**src/hdl/cstmp_pkg.sv**
```systemverilog
// ----------------------------------------------------------------------------
// cstmp_pkg
// Shared constants, codes and controller/datapath interface types of the
// chained sorted type map pool.
// ----------------------------------------------------------------------------
package cstmp_pkg;

	localparam int POOL_NODES     = 256;
	localparam int TYPE_COUNT     = 64;
	localparam int SLOTS_PER_NODE = 4;
	localparam int VALUE_BITS     = 32;
	localparam int CHAIN_MAX      = (TYPE_COUNT + SLOTS_PER_NODE - 1) / SLOTS_PER_NODE;

	localparam int NODE_W  = $clog2(POOL_NODES);
	localparam int LINK_W  = NODE_W + 1;
	localparam int SLOT_W  = $clog2(SLOTS_PER_NODE);
	localparam int J_W     = SLOT_W + 1;
	localparam int SADDR_W = NODE_W + SLOT_W;
	localparam int TYPE_W  = 6;
	localparam int STYPE_W = TYPE_W + 1;
	localparam int CNT_W   = $clog2(CHAIN_MAX);
	localparam int POS_W   = 7;
	localparam int ENT_W   = STYPE_W + VALUE_BITS;

	localparam logic [LINK_W-1:0]  LINK_NONE = '1;
	localparam logic [STYPE_W-1:0] TYPE_END  = STYPE_W'(TYPE_COUNT);

	typedef enum logic [1:0] {
		MODE_ALLOC = 2'd0,
		MODE_SET   = 2'd1,
		MODE_FETCH = 2'd2,
		MODE_FREE  = 2'd3
	} mode_t;

	typedef enum logic [1:0] {
		STAT_OK         = 2'd0,
		STAT_EXHAUSTED  = 2'd1,
		STAT_BAD_HANDLE = 2'd2,
		STAT_BAD_TYPE   = 2'd3
	} status_t;

	typedef enum logic [4:0] {
		OP_NOP,
		OP_LOAD,
		OP_TAKE_RD,
		OP_TAKE_FREE,
		OP_TAKE_NEW,
		OP_ALLOC_INIT,
		OP_LINK_RD,
		OP_NEXT_NODE,
		OP_SLOT_RD,
		OP_J_INC,
		OP_SET_LEN,
		OP_POS_RD,
		OP_POS_INC,
		OP_RD_NEXT,
		OP_WR_POS_INC,
		OP_WR_END_POS,
		OP_TAIL_FREE,
		OP_TAIL_UNLINK,
		OP_WR_VAL,
		OP_W_INIT,
		OP_LINK_TAIL,
		OP_LINK_NEW,
		OP_RD_WM1,
		OP_WR_W_DEC,
		OP_WR_END_N1,
		OP_FETCH_HIT,
		OP_FREE_WR,
		OP_DONE
	} dp_op_t;

	typedef enum logic [4:0] {
		CS_IDLE,
		CS_DISP,
		CS_TAKE,
		CS_TAKE_FREE,
		CS_ALLOC_INIT,
		CS_G_LRD,
		CS_G_LCHK,
		CS_G_SRD,
		CS_G_SCHK,
		CS_S_RD,
		CS_S_CHK,
		CS_R_RD,
		CS_R_WR,
		CS_R_END,
		CS_R_FT1,
		CS_R_FT2,
		CS_WR_VAL,
		CS_INS_CHK,
		CS_LINK_TAIL,
		CS_LINK_NEW,
		CS_I_RD,
		CS_I_WR,
		CS_I_VAL,
		CS_I_END,
		CS_FE_RD,
		CS_FE_CHK,
		CS_FE_LRD,
		CS_FE_LCHK,
		CS_F_RD,
		CS_F_WR,
		CS_DONE
	} ctrl_state_t;

	typedef struct packed {
		dp_op_t  op;
		status_t st;
	} dp_cmd_t;

	typedef struct packed {
		mode_t mode;
		logic  handle_bad;
		logic  type_bad;
		logic  free_ok;
		logic  used_ok;
		logic  link_end;
		logic  last_page;
		logic  j_full;
		logic  slot_end;
		logic  pos_at_n;
		logic  t_eq;
		logic  t_gt;
		logic  val_zero;
		logic  rm_more;
		logic  tail_free;
		logic  n_full_page;
		logic  chain_full;
		logic  shift_more;
		logic  n1_mid;
		logic  mask_hit;
		logic  pend_v;
		logic  out_free;
	} dp_stat_t;

endpackage

```
**src/hdl/cstmp_ctrl.sv**
```systemverilog
// ----------------------------------------------------------------------------
// cstmp_ctrl
// Sequencer of the pool: walks each operation through its steps and issues
// one datapath command per cycle.
// ----------------------------------------------------------------------------
module cstmp_ctrl (
	input  logic               clk,
	input  logic               arst_n,
	input  logic               in_valid,
	output logic               in_stall,
	input  cstmp_pkg::dp_stat_t stat,
	output cstmp_pkg::dp_cmd_t  cmd
);
	import cstmp_pkg::*;

	ctrl_state_t state_q, state_n;
	status_t     st_q, st_n;

	always_ff @(posedge clk or negedge arst_n) begin
		if (!arst_n) begin
			state_q <= CS_IDLE;
			st_q    <= STAT_OK;
		end else begin
			state_q <= state_n;
			st_q    <= st_n;
		end
	end

	assign in_stall = (state_q != CS_IDLE);

	always_comb begin
		state_n = state_q;
		st_n    = st_q;
		cmd.op  = OP_NOP;
		cmd.st  = st_q;
		case (state_q)
			CS_IDLE: begin
				if (in_valid) begin
					cmd.op  = OP_LOAD;
					st_n    = STAT_OK;
					state_n = CS_DISP;
				end
			end
			CS_DISP: begin
				if (stat.mode == MODE_ALLOC) begin
					state_n = CS_TAKE;
				end else if (stat.handle_bad) begin
					st_n    = STAT_BAD_HANDLE;
					state_n = CS_DONE;
				end else begin
					case (stat.mode)
						MODE_SET: begin
							if (stat.type_bad) begin
								st_n    = STAT_BAD_TYPE;
								state_n = CS_DONE;
							end else begin
								state_n = CS_G_LRD;
							end
						end
						MODE_FETCH: state_n = CS_FE_RD;
						default:    state_n = CS_F_RD;
					endcase
				end
			end
			CS_TAKE: begin
				if (stat.free_ok) begin
					cmd.op  = OP_TAKE_RD;
					state_n = CS_TAKE_FREE;
				end else if (stat.used_ok) begin
					cmd.op  = OP_TAKE_NEW;
					state_n = (stat.mode == MODE_ALLOC) ? CS_ALLOC_INIT : CS_LINK_TAIL;
				end else begin
					st_n    = STAT_EXHAUSTED;
					state_n = CS_DONE;
				end
			end
			CS_TAKE_FREE: begin
				cmd.op  = OP_TAKE_FREE;
				state_n = (stat.mode == MODE_ALLOC) ? CS_ALLOC_INIT : CS_LINK_TAIL;
			end
			CS_ALLOC_INIT: begin
				cmd.op  = OP_ALLOC_INIT;
				state_n = CS_DONE;
			end
			// Gather the chain nodes, then count the entries of the tail node.
			CS_G_LRD: begin
				cmd.op  = OP_LINK_RD;
				state_n = CS_G_LCHK;
			end
			CS_G_LCHK: begin
				if (stat.link_end) begin
					state_n = CS_G_SRD;
				end else if (stat.last_page) begin
					st_n    = STAT_BAD_HANDLE;
					state_n = CS_DONE;
				end else begin
					cmd.op  = OP_NEXT_NODE;
					state_n = CS_G_LRD;
				end
			end
			CS_G_SRD: begin
				if (stat.j_full) begin
					cmd.op  = OP_SET_LEN;
					state_n = CS_S_RD;
				end else begin
					cmd.op  = OP_SLOT_RD;
					state_n = CS_G_SCHK;
				end
			end
			CS_G_SCHK: begin
				if (stat.slot_end) begin
					cmd.op  = OP_SET_LEN;
					state_n = CS_S_RD;
				end else begin
					cmd.op  = OP_J_INC;
					state_n = CS_G_SRD;
				end
			end
			CS_S_RD: begin
				if (stat.pos_at_n) begin
					state_n = CS_INS_CHK;
				end else begin
					cmd.op  = OP_POS_RD;
					state_n = CS_S_CHK;
				end
			end
			CS_S_CHK: begin
				if (stat.t_eq) begin
					state_n = stat.val_zero ? CS_R_RD : CS_WR_VAL;
				end else if (stat.t_gt) begin
					state_n = CS_INS_CHK;
				end else begin
					cmd.op  = OP_POS_INC;
					state_n = CS_S_RD;
				end
			end
			CS_WR_VAL: begin
				cmd.op  = OP_WR_VAL;
				state_n = CS_DONE;
			end
			// Removal: close the gap, mark the new end, drop an emptied tail node.
			CS_R_RD: begin
				if (stat.rm_more) begin
					cmd.op  = OP_RD_NEXT;
					state_n = CS_R_WR;
				end else begin
					state_n = CS_R_END;
				end
			end
			CS_R_WR: begin
				cmd.op  = OP_WR_POS_INC;
				state_n = CS_R_RD;
			end
			CS_R_END: begin
				cmd.op  = OP_WR_END_POS;
				state_n = stat.tail_free ? CS_R_FT1 : CS_DONE;
			end
			CS_R_FT1: begin
				cmd.op  = OP_TAIL_FREE;
				state_n = CS_R_FT2;
			end
			CS_R_FT2: begin
				cmd.op  = OP_TAIL_UNLINK;
				state_n = CS_DONE;
			end
			// Insertion: grow the chain when the tail node is full, then shift up.
			CS_INS_CHK: begin
				if (stat.val_zero) begin
					state_n = CS_DONE;
				end else if (stat.n_full_page) begin
					if (stat.chain_full) begin
						st_n    = STAT_EXHAUSTED;
						state_n = CS_DONE;
					end else begin
						state_n = CS_TAKE;
					end
				end else begin
					cmd.op  = OP_W_INIT;
					state_n = CS_I_RD;
				end
			end
			CS_LINK_TAIL: begin
				cmd.op  = OP_LINK_TAIL;
				state_n = CS_LINK_NEW;
			end
			CS_LINK_NEW: begin
				cmd.op  = OP_LINK_NEW;
				state_n = CS_I_RD;
			end
			CS_I_RD: begin
				if (stat.shift_more) begin
					cmd.op  = OP_RD_WM1;
					state_n = CS_I_WR;
				end else begin
					state_n = CS_I_VAL;
				end
			end
			CS_I_WR: begin
				cmd.op  = OP_WR_W_DEC;
				state_n = CS_I_RD;
			end
			CS_I_VAL: begin
				cmd.op  = OP_WR_VAL;
				state_n = stat.n1_mid ? CS_I_END : CS_DONE;
			end
			CS_I_END: begin
				cmd.op  = OP_WR_END_N1;
				state_n = CS_DONE;
			end
			// Fetch holds one matching entry back so that the final one can
			// carry the last flag.
			CS_FE_RD: begin
				if (stat.j_full) begin
					state_n = CS_FE_LRD;
				end else begin
					cmd.op  = OP_SLOT_RD;
					state_n = CS_FE_CHK;
				end
			end
			CS_FE_CHK: begin
				if (stat.slot_end) begin
					state_n = CS_DONE;
				end else if (stat.mask_hit) begin
					if (!stat.pend_v || stat.out_free) begin
						cmd.op  = OP_FETCH_HIT;
						state_n = CS_FE_RD;
					end
				end else begin
					cmd.op  = OP_J_INC;
					state_n = CS_FE_RD;
				end
			end
			CS_FE_LRD: begin
				cmd.op  = OP_LINK_RD;
				state_n = CS_FE_LCHK;
			end
			CS_FE_LCHK: begin
				if (stat.link_end || stat.last_page) begin
					state_n = CS_DONE;
				end else begin
					cmd.op  = OP_NEXT_NODE;
					state_n = CS_FE_RD;
				end
			end
			CS_F_RD: begin
				cmd.op  = OP_LINK_RD;
				state_n = CS_F_WR;
			end
			CS_F_WR: begin
				cmd.op  = OP_FREE_WR;
				state_n = (stat.link_end || stat.last_page) ? CS_DONE : CS_F_RD;
			end
			CS_DONE: begin
				if (stat.out_free) begin
					cmd.op  = OP_DONE;
					state_n = CS_IDLE;
				end
			end
			default: begin
				state_n = CS_IDLE;
			end
		endcase
	end

endmodule

```
**config.mk**
```make
export PLATFORM = sky130hd
export DESIGN_NAME = cstmp_ctrl
export DESIGN_NICKNAME = d
export VERILOG_FILES = /design/src/hdl/cstmp_pkg.sv /design/src/hdl/cstmp_ctrl.sv
export SDC_FILE = /design/constraint.sdc
export NUM_CORES = 1
export LEC_CHECK = 0
export ABC_CLOCK_PERIOD_IN_PS = 5000
export BUFFER_PORTS_ARGS = -buffer_cell sky130_fd_sc_hd__buf_4
export CAP_MARGIN = 20
export CELL_PAD_IN_SITES_DETAIL_PLACEMENT = 1
export CELL_PAD_IN_SITES_GLOBAL_PLACEMENT = 1
export CORE_ASPECT_RATIO = 1.2
export CORE_MARGIN = 2
export CORE_UTILIZATION = 40
export CTS_BUF_LIST = sky130_fd_sc_hd__clkbuf_4
export CTS_CLUSTER_SIZE = 28
export DETAILED_ROUTE_END_ITERATION = 8
export GPL_ROUTABILITY_DRIVEN = 0
export GPL_TIMING_DRIVEN = 0
export PLACE_DENSITY_LB_ADDON = 0.12
export RECOVER_POWER = 100
export SYNTH_ARGS = -nofsm -noshare
export SYNTH_HDL_FRONTEND = slang
export SYNTH_SLANG_ARGS = --single-unit
```
**constraint.sdc**
```tcl
create_clock -name clk -period 5 [get_ports clk]
set_input_delay 0.5 -clock clk [delete_from_list [all_inputs] [get_ports clk]]
set_output_delay 0.5 -clock clk [all_outputs]
set_load 0.01 [all_outputs]
```
=== Word-level counts from Yosys, hierarchy flattened ===
Cells that the tools add are included.

* Output and inout port bits: 8
* Register bits: 7

* Reduce and logical (&&, ||, !) cells: 13
* Eq/ne operators: 45
* Multiplexer cells: 65

{| class="wikitable"
|+ Operator list
! kind !! count
|-
| one-hot mux 5 bit (27 select lines) || 2
|-
| two-way mux 5 bit || 28
|-
| == test 5 bit, second input constant || 15
|-
| == test 5 x 4 -> 1 bit, second input constant || 8
|-
| two-way mux 2 bit || 17
|-
| two-way mux 4 bit || 7
|-
| == test 5 x 3 -> 1 bit, second input constant || 4
|-
| != test 2 bit, second input constant || 10
|-
| two-way mux 3 bit || 6
|-
| AND reduction 12 bit || 1
|-
| == test 5 x 2 -> 1 bit, second input constant || 2
|-
| one-hot mux 2 bit (5 select lines) || 1
|-
| one-hot mux 5 bit (2 select lines) || 1
|-
| nonzero test 5 bit || 2
|-
| != test 3 bit, second input constant || 2
|-
| == test 5 x 1 -> 1 bit, second input constant || 1
|-
| zero test 5 bit || 1
|-
| != test 4 bit, second input constant || 1
|-
| OR reduction 2 bit || 2
|-
| OR reduction 4 bit || 1
|-
| two-way mux 1 bit || 3
|-
| AND reduction 3 bit || 1
|-
| OR reduction 3 bit || 1
|-
| == test 2 x 1 -> 1 bit, second input constant || 1
|-
| 4 further kinds || 5
|}

=== Logic depth before layout (Yosys ltp) ===
* Depth after elaboration: 6
* Mapped depth: 8
* Gate-level depth less buffers: 7

=== Least setup slack after synthesis ===
Ideal clock, no wire load.

* Path kind: reg2out
* From: register state_q[0]
* To: output port cmd[4] (netlist name)
* Stages on the path, launching flop included: 7
* Path buffers: 2
* Data required time: 4.500 ns
* Slack: 2.931 ns
* Arrival time: 1.569 ns
* Cell sequence: dfrtp_1 buf_2 buf_2 o21ai_1 a22oi_1 o22ai_1 or4_1

{| class="wikitable"
|+ RTL lines
! element !! RTL line !! RTL
|-
| from (decl) || cstmp_ctrl.sv:16 || <nowiki>ctrl_state_t state_q, state_n;</nowiki>
|-
| from (signal assigned) || cstmp_ctrl.sv:24 || <nowiki>state_q <= state_n;</nowiki>
|-
| to (decl) || cstmp_ctrl.sv:12 || <nowiki>output cstmp_pkg::dp_cmd_t cmd</nowiki>
|}

==> run metrics <==
number of synthesized register bits 7; sort of element at the start of the critical path flop; cell-internal power 511 µW; final core area utilization 49.7%; Worst setup startpoint state_q[0]; Core Rows 25; final worst setup slack 1650 ps; number of synthesized flops with an enable pin 0; global-route usage over all layers 33.2%; via count 2341; most used flip-flop cell after synthesis dfrtp_1; proportion of synthesized flip-flops having asynchronous set or reset 100%; number of filler instances in the final layout 556; dpl cells 338; DRC violation total after the first TritonRoute iteration 246; most frequent cells in the layout nand2_1, buf_4, o21ai_0; via count normalized by instance count 6.85; cell-by-cell trace of the critical path clkbuf_1 > clkbuf_1 > nor2_1 > and3_1 > a21oi_1 > o311ai_0 > or3_1 > buf_4; relative area change from synthesis to final layout 18.0%; number of cells on the worst reg-to-reg path 7; detailed-routing iteration count for the pre-antenna-repair pass 5; number of clock sinks 7; horizontal extent of the die 63.0 µm; Setup Viol. Count Final 0; Most Frequent Cell on Critical Path clkbuf_1; Worst Path Class, Setup flop to output port; worst stage delay on the critical path 510 ps; number of I/O port buffers 33; actual transition at the worst max-transition pin 771 ps; via count of the first global-routing pass 2307; chip height 74.8 µm; Power Density 659 mW/mm²; unrepaired setup endpoints after global routing false; reported max-cap violation count 0; post-CTS setup buffer count 0; part of the Yosys area used for sequential elements 10.5%; worst clock skew 5.37 ps; Sequential Power Share 9.2%; Final Hold Vio Count 0; clock tree from TritonCTS yes; Final Routed Wirelength 7.59 mm; library cell contributing the largest single delay on the critical path clkbuf_1; DRC violations left 0; switching portion of total power 60.8%; top achievable clock speed 299 MHz; H-tree Lvls 1; initial antenna violation count 0; number of diodes 0; buffer cell driving the clock tree root clkbuf_4; Syn. warnings 0; most frequent standard cell in the layout excluding fill and tap cells nand2_1; remaining number of nets flagged by the antenna check after routing 0; run status finished, final reports clean; post-route non-filler standard cell count 342; Die ar. 0.00472 mm²; peak ir drop on the vdd network 0.310 mV; Static Leak 0.784 nW; Req. time, crit path 4500 ps; P_sw 791 µW; arrival time of the worst setup path 2850 ps; min Tclk post-route 3350 ps; unique cell type count in the Yosys netlist 57; WL/cell 22.2 µm; Logic pwr share 86.5%; fin crit share 66.9%; capturing element type of the critical path output port; capture instance of the worst register-to-register path state_q[2]; clock transition at the registers of the reported paths 50 ps; Synthesized Nets 281; critical register-to-register path startpoint state_q[0]; fraction of power consumed by the clock network 4.3%; summed instance area of the synthesized netlist 0.00167 mm²; biggest fanout along the worst timing path 10; number of buffers on the longest clock path 2; dpl ws 2290 ps; maximum number of pins on one net before global-route repair 11; core region area 0.00397 mm²; Post-Syn Area per Cell 6.66 µm²; relative max-transition margin 48.4%; Hold Worst Slack 124 ps; number of buffer and inverter stages on the critical path 3; cell family contributing the most delay on the critical path buffers and inverters; post-layout net count 319; clock insertion delay at the later pin of the skew report 250 ps; hold buffer count at CTS 0; post-CTS resize count 0; worst reg-to-reg setup slack 2010 ps; first-pass GRT wire length 12.0 mm; number of primary I/O pins 34; initial core utilization 42.1%; Slew Viols, Final 0; share of layout cells above drive strength 1 17.0%; final total negative setup slack 0 ps; class of the worst hold path input port to asynchronous set/reset pin; Post-DP HPWL 5.94 mm; total congestion overflow 0; number of buffers added by the clock tree synthesis step 3; Cells after Synth 251
## layer usage
metal,GRT usage (%),routed length (µm),vias up
met5,0,0,-
met4,20.2,449,0
met3,3.59,739,39
met2,56.6,3510,172
met1,40.8,2900,1093
li1,-,-,1037
## kinds of logic after synthesis
logic type	share of synthesized area (%)
AO/OA/AOI/OAI	33.2
XOR/XNOR	1.05
adder cells (fa/ha/maj)	2.99
buffers and inverters	7.55
flip-flops	10.5
multiplexers	3.14
AND/OR/NAND/NOR	41.6
## sequential cells by signal, indices dropped and copies added, names as in the netlist
| name | cells |
|---|---|
| state_q | 5 |
| st_q | 2 |
## worst register-to-register path: stages, from the launching register on
cell and delay (ps):
dfrtp_1 380, clkbuf_1 490, clkbuf_1 510, clkbuf_1 420
nand2_1 80, a2111oi_0 660, nor3_1 200, nand4_1 170
## power groups by stage
stage          clock network (mW)  logic (mW)  registers, mW
2_1_floorplan                   0       0.746          0.112
3_3_place_gp                    0        1.13          0.116
3_5_place_dp                    0        1.14          0.119
4_1_cts                    0.0576        1.14          0.118
5_1_grt                    0.0608        1.20          0.122
6_report                   0.0560        1.13          0.120
## area by class of cell
type,count,area (µm²),area share (%)
clock buffer,4,30.0,1.52
inverter,9,33.8,1.71
sequential,7,175,8.87
buffer,18,86.3,4.37
multi-input combinational,217,1360,68.7
timing repair buffer,33,225,11.4
tap,54,67.6,3.42
## stage by stage
| step | cell area [µm²] | power [mW] |
|---|---|---|
| 4_1_cts | 2020 | 1.32 |
| 3_5_place_dp | 1990 | 1.25 |
| 2_1_floorplan | 1670 | 0.858 |
| 3_3_place_gp | 1990 | 1.25 |
| 5_1_grt | 1970 | 1.39 |
| 6_report | 1970 | 1.30 |
## worst max-delay path by stage
| stage | cells past startpoint | slack (ps) | to |
|---|---|---|---|
| after CTS | 7 | 2010 | cmd[3] |
| after global placement | 7 | 2300 | cmd[3] |
| final | 8 | 1650 | cmd[6] |
| after floorplan | 6 | 2930 | cmd[4] |
| after global routing | 8 | 1600 | cmd[6] |
| after detailed placement | 7 | 2290 | cmd[3] |
## synthesized netlist by cell type, types with 3 or more instances
master | instances | share of area [%]
and2_1 | 3 | 1.1
o22ai_1 | 5 | 1.9
o211ai_1 | 3 | 1.3
or3_1 | 3 | 1.1
o31ai_1 | 3 | 1.3
nor4_1 | 3 | 1.1
dfrtp_1 | 7 | 10
a21oi_1 | 12 | 3.6
nor3b_1 | 6 | 2.7
o2111ai_1 | 4 | 2.1
nor2_1 | 17 | 3.8
inv_1 | 8 | 1.8
a22oi_1 | 5 | 2.2
buf_2 | 17 | 5.1
or4_1 | 4 | 1.8
nor2b_1 | 15 | 5.6
o32ai_1 | 3 | 1.6
and3_1 | 4 | 1.5
nand2b_1 | 6 | 2.2
nand4_1 | 4 | 1.5
o21ai_0 | 20 | 6.0
mux2i_1 | 3 | 1.8
nand3_1 | 11 | 3.3
ha_1 | 4 | 3.0
nor3_1 | 9 | 2.7
nor4b_1 | 3 | 1.6
nand2_1 | 31 | 7.0
Power figures use the tool's default switching activity.
